<file path="config.mk">
export PLATFORM = sky130hd
export DESIGN_NAME = printable_run_extractor_flat
export DESIGN_NICKNAME = d
export VERILOG_FILES = /design/src/design/pre_pkg.sv /design/src/design/pre_if.sv /design/src/design/pre_cell.sv /design/src/design/pre_chain.sv /design/src/design/printable_run_extractor.sv /design/src/flat_wrapper.sv
export VERILOG_INCLUDE_DIRS = /design/src /design/src/design
export SDC_FILE = /design/constraint.sdc
export NUM_CORES = 1
export LEC_CHECK = 0
export BUFFER_PORTS_ARGS = -buffer_cell sky130_fd_sc_hd__buf_2
export CORE_ASPECT_RATIO = 0.8
export CORE_MARGIN = 2
export CORE_UTILIZATION = 39
export DETAILED_ROUTE_END_ITERATION = 6
export SLEW_MARGIN = 25
export SYNTH_ARGS = -nofsm -noshare
export SYNTH_HDL_FRONTEND = slang
export SYNTH_SLANG_ARGS = --single-unit
</file>
<file path="constraint.sdc">
create_clock -name clock -period 6.2 [get_ports clock]
set_input_delay 1.24 -clock clock [delete_from_list [all_inputs] [get_ports clock]]
set_output_delay 1.24 -clock clock [all_outputs]
set_load 0.05 [all_outputs]
</file>
<file path="src/design/printable_run_extractor_macros.svh">
// assertion macros shared by the printable run extractor rtl
// expects signals named clock and reset in the module that uses them
`ifndef PRINTABLE_RUN_EXTRACTOR_MACROS_SVH
`define PRINTABLE_RUN_EXTRACTOR_MACROS_SVH

`ifndef NO_ASSERTIONS

// implication checked in the same cycle
`define PRE_ASSERT(label, ante, cons) \
   label: assert property (@(posedge clock) disable iff (reset) (ante) |-> (cons)) \
      else $error("printable run extractor check failed");

// implication checked in the next cycle
`define PRE_ASSERT_NEXT(label, ante, cons) \
   label: assert property (@(posedge clock) disable iff (reset) (ante) |=> (cons)) \
      else $error("printable run extractor check failed");

`else

`define PRE_ASSERT(label, ante, cons)
`define PRE_ASSERT_NEXT(label, ante, cons)

`endif

`endif

</file>
<file path="src/design/pre_pkg.sv">
// shared constants, codes and types of the printable run extractor
// no dependencies
package pre_pkg;

   // sizing
   localparam int MAX_MIN_LEN = 32;
   localparam int OFFSET_BITS = 32;
   localparam int CNT_W       = $clog2(MAX_MIN_LEN + 1);
   localparam int IDX_W       = (MAX_MIN_LEN > 1) ? $clog2(MAX_MIN_LEN) : 1;
   localparam int MIN_LEN_W   = 6;
   localparam int CSR_DATA_W  = 6;
   localparam int CSR_IDX_W   = 1;
   localparam int OUT_OFF_W   = 32;

   // register indexes
   localparam logic [CSR_IDX_W-1:0] CSR_MIN_LEN   = 1'd0;
   localparam logic [CSR_IDX_W-1:0] CSR_OFFSET_EN = 1'd1;

   // reset values
   localparam logic [MIN_LEN_W-1:0] MIN_LEN_RESET = 6'd4;

   // input op codes
   localparam logic OP_DATA = 1'b0;
   localparam logic OP_EOS  = 1'b1;

   // result kinds
   localparam logic KIND_CHAR   = 1'b0;
   localparam logic KIND_OFFSET = 1'b1;

   // characters
   localparam logic [7:0] CHAR_TAB     = 8'h09;
   localparam logic [7:0] CHAR_NL      = 8'h0A;
   localparam logic [7:0] CHAR_SPACE   = 8'h20;
   localparam logic [7:0] CHAR_TILDE   = 8'h7E;

   // control handed from the sequencer to the cell chain
   typedef struct packed {
      logic             load;
      logic             shift;
      logic [IDX_W-1:0] wr_idx;
      logic [CNT_W-1:0] len;
      logic [7:0]       data;
   } chain_ctrl_type;

   // printable test: space to tilde, plus tab
   function automatic logic is_printable(input logic [7:0] b);
      return ((b >= CHAR_SPACE) && (b <= CHAR_TILDE)) || (b == CHAR_TAB);
   endfunction

endpackage

</file>
<file path="src/design/pre_if.sv">
// valid/ready channel interfaces of the printable run extractor
// depends on pre_pkg for field widths
interface pre_req_if
   import pre_pkg::*;
();
   logic       valid;
   logic       ready;
   logic       op;
   logic [7:0] byte_value;

   modport source (output valid, output op, output byte_value, input ready);
   modport sink   (input valid, input op, input byte_value, output ready);
endinterface

interface pre_rsp_if
   import pre_pkg::*;
();
   logic                 valid;
   logic                 ready;
   logic                 kind;
   logic [7:0]           char_out;
   logic [OUT_OFF_W-1:0] start_offset;
   logic                 last;

   modport source (output valid, output kind, output char_out, output start_offset,
                   output last, input ready);
   modport sink   (input valid, input kind, input char_out, input start_offset,
                   input last, output ready);
endinterface

</file>
<file path="src/design/pre_cell.sv">
// one byte cell of the held-byte chain
// loads a new byte or takes its neighbor's byte; depends on nothing
module pre_cell (
   input  logic       clock,
   input  logic       load_en,
   input  logic       shift_en,
   input  logic [7:0] load_byte,
   input  logic [7:0] next_byte,
   output logic [7:0] held_byte
);

   logic [7:0] byte_ff;
   logic [7:0] byte_in;

   // load wins over shift; they never meet in practice
   always_comb begin
      byte_in = byte_ff;
      if (load_en) begin
         byte_in = load_byte;
      end else if (shift_en) begin
         byte_in = next_byte;
      end
   end

   always_ff @(posedge clock) begin
      byte_ff <= byte_in;
   end

   assign held_byte = byte_ff;

endmodule

</file>
<file path="src/design/pre_chain.sv">
// row of byte cells holding the start of the current run
// depends on pre_pkg and pre_cell
module pre_chain
   import pre_pkg::*;
(
   input  logic           clock,
   input  chain_ctrl_type ctrl,
   output logic [7:0]     head_byte
);

   logic [7:0] held [MAX_MIN_LEN];

   // each cell rotates within the first len cells, the last one wraps to cell 0
   for (genvar i = 0; i < MAX_MIN_LEN; i++) begin : g_cell
      logic [7:0] nbr_byte;
      logic [7:0] next_byte;
      logic       load_en;
      logic       shift_en;

      if (i == MAX_MIN_LEN - 1) begin : g_tail
         assign nbr_byte = held[0];
      end else begin : g_mid
         assign nbr_byte = held[i+1];
      end

      assign next_byte = (ctrl.len == CNT_W'(i + 1)) ? held[0] : nbr_byte;
      assign load_en   = ctrl.load && (ctrl.wr_idx == IDX_W'(i));
      assign shift_en  = ctrl.shift && (CNT_W'(i) < ctrl.len);

      pre_cell u_cell (
         .clock     (clock),
         .load_en   (load_en),
         .shift_en  (shift_en),
         .load_byte (ctrl.data),
         .next_byte (next_byte),
         .held_byte (held[i])
      );
   end

   assign head_byte = held[0];

endmodule

</file>
<file path="src/design/printable_run_extractor.sv">
// top level of the printable run extractor: sequencer, offset counter, output register
// depends on pre_pkg, pre_if, pre_chain and printable_run_extractor_macros.svh
//
// Passes on runs of printable bytes (0x20..0x7E and tab) at least min_len long,
// a newline after each reported run, and optionally a start-offset record before
// it. A byte is taken when the output register is free. The byte that brings a
// run to min_len starts a replay of the held bytes out of the cell chain, one per
// cycle while the output register is free; an enabled start-offset record leaves
// the output register as the first held byte enters it, so it does not hold up
// the replay. No input is taken during the replay. An output stall holds both
// input and replay. End of stream restarts the offset count at zero.
`include "printable_run_extractor_macros.svh"

module printable_run_extractor
   import pre_pkg::*;
(
   input  logic                  clock,
   input  logic                  reset,
   pre_req_if.sink               req_chan,
   pre_rsp_if.source             rsp_chan,
   input  logic                  csr_we,
   input  logic [CSR_IDX_W-1:0]  csr_index,
   input  logic [CSR_DATA_W-1:0] csr_wdata
);

   typedef enum logic {S_IDLE, S_REPLAY} state_type;

   state_type              state_ff, state_in;
   logic [CNT_W-1:0]       run_count_ff, run_count_in;
   logic [CNT_W-1:0]       rep_cnt_ff, rep_cnt_in;
   logic [OFFSET_BITS-1:0] pos_ff, pos_in;
   logic [MIN_LEN_W-1:0]   min_len_ff;
   logic                   offset_en_ff;
   logic                   rsp_valid_ff, rsp_valid_in;
   logic                   rsp_kind_ff, rsp_kind_in;
   logic [7:0]             rsp_char_ff, rsp_char_in;
   logic [OUT_OFF_W-1:0]   rsp_off_ff, rsp_off_in;
   logic                   rsp_last_ff, rsp_last_in;

   logic                   rsp_free;
   logic                   req_take;
   logic [CNT_W-1:0]       eff_min;
   logic [CNT_W-1:0]       run_inc;
   logic [CNT_W-1:0]       rep_last_idx;
   logic                   rep_done;
   logic                   run_reported;
   logic [OFFSET_BITS-1:0] start_pos;
   logic [OFFSET_BITS+OUT_OFF_W-1:0] start_ext;
   logic [7:0]             head_byte;
   chain_ctrl_type         chain_ctrl;

   // effective minimum: zero acts as one, clamp to the chain length
   always_comb begin
      if (min_len_ff == '0) begin
         eff_min = CNT_W'(1);
      end else if (int'(min_len_ff) > MAX_MIN_LEN) begin
         eff_min = CNT_W'(MAX_MIN_LEN);
      end else begin
         eff_min = CNT_W'(min_len_ff);
      end
   end

   assign rsp_free     = !rsp_valid_ff || rsp_chan.ready;
   assign req_take     = req_chan.valid && req_chan.ready;
   assign run_inc      = run_count_ff + CNT_W'(1);
   assign rep_last_idx = run_count_ff - CNT_W'(1);
   assign rep_done     = (rep_cnt_ff == rep_last_idx);
   assign run_reported = (run_count_ff >= eff_min);
   assign start_pos    = pos_ff - OFFSET_BITS'(eff_min) + OFFSET_BITS'(1);
   assign start_ext    = {{OUT_OFF_W{1'b0}}, start_pos};

   // sequencer next state, chain control and output register loading
   always_comb begin
      state_in     = state_ff;
      run_count_in = run_count_ff;
      rep_cnt_in   = rep_cnt_ff;
      pos_in       = pos_ff;
      rsp_valid_in = rsp_valid_ff && !rsp_chan.ready;
      rsp_kind_in  = rsp_kind_ff;
      rsp_char_in  = rsp_char_ff;
      rsp_off_in   = rsp_off_ff;
      rsp_last_in  = rsp_last_ff;

      chain_ctrl.load   = 1'b0;
      chain_ctrl.shift  = 1'b0;
      chain_ctrl.wr_idx = run_count_ff[IDX_W-1:0];
      chain_ctrl.len    = run_count_ff;
      chain_ctrl.data   = req_chan.byte_value;

      case (state_ff)
         S_IDLE: begin
            if (req_take) begin
               if (req_chan.op == OP_EOS) begin
                  // end of stream: close a reported run, restart offsets
                  if (run_reported) begin
                     rsp_valid_in = 1'b1;
                     rsp_kind_in  = KIND_CHAR;
                     rsp_char_in  = CHAR_NL;
                     rsp_off_in   = '0;
                     rsp_last_in  = 1'b1;
                  end
                  run_count_in = '0;
                  pos_in       = '0;
               end else begin
                  pos_in = pos_ff + OFFSET_BITS'(1);
                  if (is_printable(req_chan.byte_value)) begin
                     if (!run_reported) begin
                        // hold the byte; replay once the run qualifies
                        chain_ctrl.load = 1'b1;
                        run_count_in    = run_inc;
                        if (run_inc == eff_min) begin
                           state_in   = S_REPLAY;
                           rep_cnt_in = '0;
                           if (offset_en_ff) begin
                              rsp_valid_in = 1'b1;
                              rsp_kind_in  = KIND_OFFSET;
                              rsp_char_in  = '0;
                              rsp_off_in   = start_ext[OUT_OFF_W-1:0];
                              rsp_last_in  = 1'b0;
                           end
                        end
                     end else begin
                        // run already reported: pass straight through
                        rsp_valid_in = 1'b1;
                        rsp_kind_in  = KIND_CHAR;
                        rsp_char_in  = req_chan.byte_value;
                        rsp_off_in   = '0;
                        rsp_last_in  = 1'b1;
                     end
                  end else begin
                     // run ends on a non-printable byte
                     if (run_reported) begin
                        rsp_valid_in = 1'b1;
                        rsp_kind_in  = KIND_CHAR;
                        rsp_char_in  = CHAR_NL;
                        rsp_off_in   = '0;
                        rsp_last_in  = 1'b1;
                     end
                     run_count_in = '0;
                  end
               end
            end
         end
         S_REPLAY: begin
            // one held byte per free output slot, rotating the chain
            if (rsp_free) begin
               chain_ctrl.shift = 1'b1;
               rsp_valid_in     = 1'b1;
               rsp_kind_in      = KIND_CHAR;
               rsp_char_in      = head_byte;
               rsp_off_in       = '0;
               rsp_last_in      = rep_done;
               rep_cnt_in       = rep_cnt_ff + CNT_W'(1);
               if (rep_done) begin
                  state_in = S_IDLE;
               end
            end
         end
         default: begin
            state_in = S_IDLE;
         end
      endcase
   end

   // state, counters, configuration and output register
   always_ff @(posedge clock) begin
      if (reset) begin
         state_ff     <= S_IDLE;
         run_count_ff <= '0;
         rep_cnt_ff   <= '0;
         pos_ff       <= '0;
         rsp_valid_ff <= 1'b0;
         min_len_ff   <= MIN_LEN_RESET;
         offset_en_ff <= 1'b0;
      end else begin
         state_ff     <= state_in;
         run_count_ff <= run_count_in;
         rep_cnt_ff   <= rep_cnt_in;
         pos_ff       <= pos_in;
         rsp_valid_ff <= rsp_valid_in;
         if (csr_we) begin
            case (csr_index)
               CSR_MIN_LEN:   min_len_ff   <= csr_wdata[MIN_LEN_W-1:0];
               CSR_OFFSET_EN: offset_en_ff <= csr_wdata[0];
               default: begin
               end
            endcase
         end
      end
      rsp_kind_ff <= rsp_kind_in;
      rsp_char_ff <= rsp_char_in;
      rsp_off_ff  <= rsp_off_in;
      rsp_last_ff <= rsp_last_in;
   end

   // held bytes of the current run
   pre_chain u_chain (
      .clock     (clock),
      .ctrl      (chain_ctrl),
      .head_byte (head_byte)
   );

   // channel wiring
   assign req_chan.ready        = (state_ff == S_IDLE) && rsp_free;
   assign rsp_chan.valid        = rsp_valid_ff;
   assign rsp_chan.kind         = rsp_kind_ff;
   assign rsp_chan.char_out     = rsp_char_ff;
   assign rsp_chan.start_offset = rsp_off_ff;
   assign rsp_chan.last         = rsp_last_ff;

   // checks
   `PRE_ASSERT(a_take_only_idle, req_chan.valid && req_chan.ready, state_ff == S_IDLE)
   `PRE_ASSERT(a_replay_in_run, state_ff == S_REPLAY, rep_cnt_ff < run_count_ff)
   `PRE_ASSERT(a_offset_not_last, rsp_valid_ff && (rsp_kind_ff == KIND_OFFSET), !rsp_last_ff)
   `PRE_ASSERT_NEXT(a_replay_ends, state_ff == S_REPLAY && rsp_free && rep_done, state_ff == S_IDLE)

endmodule
</file>
<file path="src/flat_wrapper.sv">
// flat-port wrapper written by rule: the top's interface ports become plain ports
module printable_run_extractor_flat import pre_pkg::*;
  (clock, reset, csr_we, csr_index, csr_wdata, req_chan_valid, req_chan_op, req_chan_byte_value, req_chan_ready, rsp_chan_valid, rsp_chan_kind, rsp_chan_char_out, rsp_chan_start_offset, rsp_chan_last, rsp_chan_ready);
  pre_req_if req_chan_i ();
  pre_rsp_if rsp_chan_i ();
  input  logic clock;
  input  logic reset;
  input  logic csr_we;
  input  logic [CSR_IDX_W-1:0] csr_index;
  input  logic [CSR_DATA_W-1:0] csr_wdata;
  input wire logic [$bits(req_chan_i.valid)-1:0] req_chan_valid;
  input wire logic [$bits(req_chan_i.op)-1:0] req_chan_op;
  input wire logic [$bits(req_chan_i.byte_value)-1:0] req_chan_byte_value;
  output wire logic [$bits(req_chan_i.ready)-1:0] req_chan_ready;
  output wire logic [$bits(rsp_chan_i.valid)-1:0] rsp_chan_valid;
  output wire logic [$bits(rsp_chan_i.kind)-1:0] rsp_chan_kind;
  output wire logic [$bits(rsp_chan_i.char_out)-1:0] rsp_chan_char_out;
  output wire logic [$bits(rsp_chan_i.start_offset)-1:0] rsp_chan_start_offset;
  output wire logic [$bits(rsp_chan_i.last)-1:0] rsp_chan_last;
  input wire logic [$bits(rsp_chan_i.ready)-1:0] rsp_chan_ready;
  assign req_chan_i.valid = req_chan_valid;
  assign req_chan_i.op = req_chan_op;
  assign req_chan_i.byte_value = req_chan_byte_value;
  assign req_chan_ready = req_chan_i.ready;
  assign rsp_chan_valid = rsp_chan_i.valid;
  assign rsp_chan_kind = rsp_chan_i.kind;
  assign rsp_chan_char_out = rsp_chan_i.char_out;
  assign rsp_chan_start_offset = rsp_chan_i.start_offset;
  assign rsp_chan_last = rsp_chan_i.last;
  assign rsp_chan_i.ready = rsp_chan_ready;
  printable_run_extractor u_core (.clock(clock), .reset(reset), .req_chan(req_chan_i), .rsp_chan(rsp_chan_i), .csr_we(csr_we), .csr_index(csr_index), .csr_wdata(csr_wdata));
endmodule
</file>
==> flow_summary.json <==
{
  "outcome": "completed",
  "max_slew.worst_pin.slew_ns": 1.02,
  "power.internal_mw": 4.05,
  "worstHoldStart": "u_core.min_len_ff[0]$_SDFFE_PP0P_",
  "ys_dominant_reg_cell": "sky130_fd_sc_hd__edfxtp_1",
  "antenna_found_initial": 1,
  "syn_area_per_cell_um2": 9.93,
  "grt_overflow_total": 0,
  "cts.clk_slew.worst_paths_ns": 0.06,
  "finalWirelength_um": 56000,
  "area_growth_syn_to_layout_pct": 10.8,
  "max_freq_mhz": 233,
  "timing.reg2reg.setup_slack_ns": 2.06,
  "pwr-share-clk_pct": 42.7,
  "design.final.nets": 2136,
  "unrepaired_setup_endpoints_after_global_routing": "false",
  "resized_gates_after_cts": 0,
  "drt_first_pass_iters": 5,
  "viasPerCell": 5.50,
  "finalHoldViolCount": 0,
  "count_of_buffers_from_port_buffering": 64,
  "synth.distinct_cells": 62,
  "max_stage_delay_ns": 0.72,
  "setup_viol": 0,
  "floorplan.initialDensity_pct": 39.6,
  "timing.setup.tns_ns": 0,
  "postSynthNetCount": 2132,
  "detailedPlacementHpwl_um": 36300,
  "tritoncts_num_sinks": 351,
  "finalCritPeriodShare_pct": 69.3,
  "hold-path-cell-count": 2,
  "cts_max_path_buffers": 3,
  "synth_cells": 2036,
  "die_area_um2": 53700,
  "worstPathRequired_ns": 6.36,
  "route.antenna.remaining_nets": 0,
  "clock_tree_from_tritoncts": "done",
  "finish.utilization_pct": 43.8,
  "power.density_cell_area_nw_per_um2": 239,
  "worst_ep_arrival_time_ns": 4.46,
  "cts_root_buffer": "sky130_fd_sc_hd__clkbuf_16",
  "post_synth_instance_area_um2": 20200,
  "swShare_pct": 24.5,
  "crit_type": "in2reg",
  "path_cells": "buf_2 -> nand4bb_1 -> a211oi_2 -> o21a_2 -> nand2_2 -> a2111oi_4 -> buf_4 -> and3_1 -> o21bai_1",
  "drive_above_1_share_pct": 9.71,
  "power.leakage_nw": 8.67,
  "worstReg2RegStart": "u_core.run_count_ff[0]$_SDFFE_PP0P_",
  "synth-edff-count": 298,
  "clock_tree.htree_level_count": 2,
  "die_height_um": 208,
  "cp_num_buf_inv": 2,
  "path_max_fanout": 35,
  "number_of_max_slew_violations_in_the_final_report": 0,
  "die_w_um": 259,
  "gp_congestion": 0.867,
  "timing.critical_path.max_delay_family": "compound AO/OA/AOI/OAI gates",
  "post_route_skew_ns": 0.0260,
  "globalRouteTotalUtil_pct": 20.4,
  "min_period_ns": 4.29,
  "initialDrtViolationCount": 1263,
  "boundaryPins": 65,
  "floorplan.core_area_um2": 51100,
  "grt_first_pass_wirelength_um": 86100,
  "min-delay-path-class": "reg2reg",
  "asyncSetResetFlopFracSynth_pct": 0,
  "detail_route.wl_per_cell_um": 20.4,
  "design_area_um2": 22400,
  "timing.critical_path.from_type": "primary input",
  "timing.slew.headroom_pct": 31.1,
  "synthesis.yosys.warnings": 0,
  "reg2reg_to": "u_core.rsp_chan.start_offset[3]$_SDFFCE_PP0P_",
  "crit_path_end_kind": "register",
  "clock_insertion_delay_worst_skew_ns": 0.54,
  "worstRegToRegCells": 11,
  "synth_seq_area_share_pct": 49.5,
  "fp-row-count": 74,
  "sequentialPowerShare_pct": 48.8,
  "synth_seq_cells": 351,
  "peakVddDrop_uv": 206,
  "dr_total_vias": 15100,
  "cts-buffers-inserted": 38,
  "final.hold.worst_slack_ns": 0.504,
  "power.switching_mw": 1.32,
  "max_cap_violations": 0,
  "dpl_cell_area_um2": 21200,
  "hold_buffers_post_cts": 0,
  "total_inserted_antenna_cells": 0,
  "grt_start_max_net_pins": 36,
  "cp_slowest_cell": "sky130_fd_sc_hd__buf_2",
  "post-cts-setup-buffers": 0,
  "first_global_vias": 14300,
  "min_delay_worst_endpoint": "u_core.min_len_ff[0]$_SDFFE_PP0P_",
  "combinationalPowerShare_pct": 8.5,
  "drc": 0
}
worst max path at each step:
stage	slack (ns)	startpoint	cells past startpoint	endpoint
6_report	1.91	req_chan_byte_value[3]	9	u_core.u_chain.g_cell[7].u_cell.held_byte[7]$_DFFE_PP_
5_1_grt	1.69	req_chan_byte_value[3]	9	u_core.u_chain.g_cell[23].u_cell.held_byte[1]$_DFFE_PP_
3_3_place_gp	1.49	req_chan_byte_value[3]	9	u_core.u_chain.g_cell[7].u_cell.held_byte[1]$_DFFE_PP_
4_1_cts	1.96	req_chan_byte_value[3]	9	u_core.u_chain.g_cell[7].u_cell.held_byte[7]$_DFFE_PP_
2_1_floorplan	1.20	u_core.run_count_ff[1]$_SDFFE_PP0P_	9	u_core.rsp_chan.char_out[0]$_DFFE_PP_
3_5_place_dp	1.43	req_chan_byte_value[3]	9	u_core.u_chain.g_cell[7].u_cell.held_byte[3]$_DFFE_PP_
worst register-to-register path, cell delays in order, from the launching register on:
cell and delay [ns]:
sky130_fd_sc_hd__dfxtp_1 0.63, sky130_fd_sc_hd__ha_1 0.23, sky130_fd_sc_hd__buf_4 0.35, sky130_fd_sc_hd__and3_1 0.41, sky130_fd_sc_hd__ha_1 0.24, sky130_fd_sc_hd__inv_1 0.10
sky130_fd_sc_hd__o21ai_0 0.15, sky130_fd_sc_hd__o2111ai_1 0.18, sky130_fd_sc_hd__a2111oi_4 0.53, sky130_fd_sc_hd__nand2_1 0.20, sky130_fd_sc_hd__a31oi_4 0.50, sky130_fd_sc_hd__buf_12 0.28
stage by stage:
stage | setup WS [ns] | cells | power, mW
floorplan | 1.20 | 2036 | 2.98
global placement | 1.49 | 2684 | 3.12
detailed placement | 1.43 | 2684 | 3.12
CTS | 1.96 | 2753 | 5.39
global route | 1.69 | 2753 | 5.52
finish | 1.91 | 2753 | 5.36
flip-flops by register name, indices dropped and copies added (netlist names):
| name | count |
|---|---|
| u_core.min_len_ff | 6 |
| u_core.offset_en_ff | 1 |
| u_core.pos_ff | 32 |
| u_core.rep_cnt_ff | 6 |
| u_core.rsp_chan.char_out | 8 |
| u_core.rsp_chan.kind | 1 |
| u_core.rsp_chan.last | 1 |
| u_core.rsp_chan.start_offset | 32 |
| u_core.rsp_chan.valid | 1 |
| u_core.run_count_ff | 6 |
| u_core.state_ff | 1 |
| u_core.u_chain.g_cell.u_cell.held_byte | 256 |
placed cells by master, fill, tap and decap left out, drive strengths merged, types with 4 or more instances in the layout:
cell type | netlist | layout
nor2b | 9 | 9
and4 | 8 | 8
o21ai | 167 | 167
a21oi | 202 | 202
dfxtp | 53 | 53
nor2 | 236 | 236
edfxtp | 298 | 298
nor3 | 19 | 19
a21o | 21 | 21
o21a | 11 | 11
and2b | 5 | 5
mux2i | 225 | 225
and2 | 13 | 13
and3 | 20 | 20
or3 | 6 | 6
ha | 74 | 74
a211oi | 14 | 14
buf | 45 | 109
clkinv | 0 | 16
nand3 | 43 | 43
o31ai | 4 | 4
inv | 59 | 60
nand2 | 232 | 232
nand2b | 8 | 8
o211ai | 4 | 4
a22oi | 7 | 7
o21bai | 7 | 7
nand4 | 14 | 14
xnor2 | 51 | 51
bufinv | 0 | 4
mux2 | 13 | 13
clkbuf | 100 | 47
a31oi | 8 | 8
a21boi | 13 | 13
or2 | 9 | 9
xor2 | 12 | 12
power groups by stage:
| stage | clock network (mW) | logic [mW] | registers, mW |
|---|---|---|---|
| floorplan | 0 | 0.198 | 2.78 |
| global placement | 0 | 0.449 | 2.67 |
| detailed placement | 0 | 0.454 | 2.67 |
| CTS | 2.32 | 0.455 | 2.62 |
| global route | 2.42 | 0.486 | 2.62 |
| finish | 2.29 | 0.457 | 2.62 |
final cells by class:
| cell class | instances | area [um^2] |
|---|---|---|
| fill | 4868 | 28700 |
| sequential | 351 | 10000 |
| multi-input combinational | 1481 | 9410 |
| clock buffer | 47 | 1030 |
| tap | 684 | 856 |
| timing repair buffer | 109 | 671 |
| inverter | 59 | 221 |
| clock inverter | 22 | 209 |
metal layers:
| metal | up-vias | routed length [um] | GRT usage (%) |
|---|---|---|---|
| li1 | 7265 | - | - |
| met2 | 547 | 23000 | 29.4 |
| met3 | 62 | 4540 | 4.18 |
| met1 | 7272 | 27600 | 31.5 |
| met5 | - | 0 | 0 |
| met4 | 0 | 934 | 4.05 |
synthesized netlist by cell type, drive strengths merged, types with 45 or more instances:
cell type  instances  area, um^2
buf               45         230
o21ai            167         836
clkbuf           100         375
edfxtp           298        8950
ha                74         926
dfxtp             53        1060
inv               59         221
nor2             236         886
xnor2             51         447
mux2i            225        2250
nand2            232         873
a21oi            202        1010
cell families after synthesis:
kind of cell	after synthesis	synth area share [%]
XOR/XNOR	64	2.85
flip-flops	351	49.5
adder cells (fa/ha/maj)	75	4.68
multiplexers	238	11.9
AND/OR/NAND/NOR	629	13.6
AO/OA/AOI/OAI	475	13.4
buffers and inverters	204	4.09
Power figures use the tool's default switching activity.
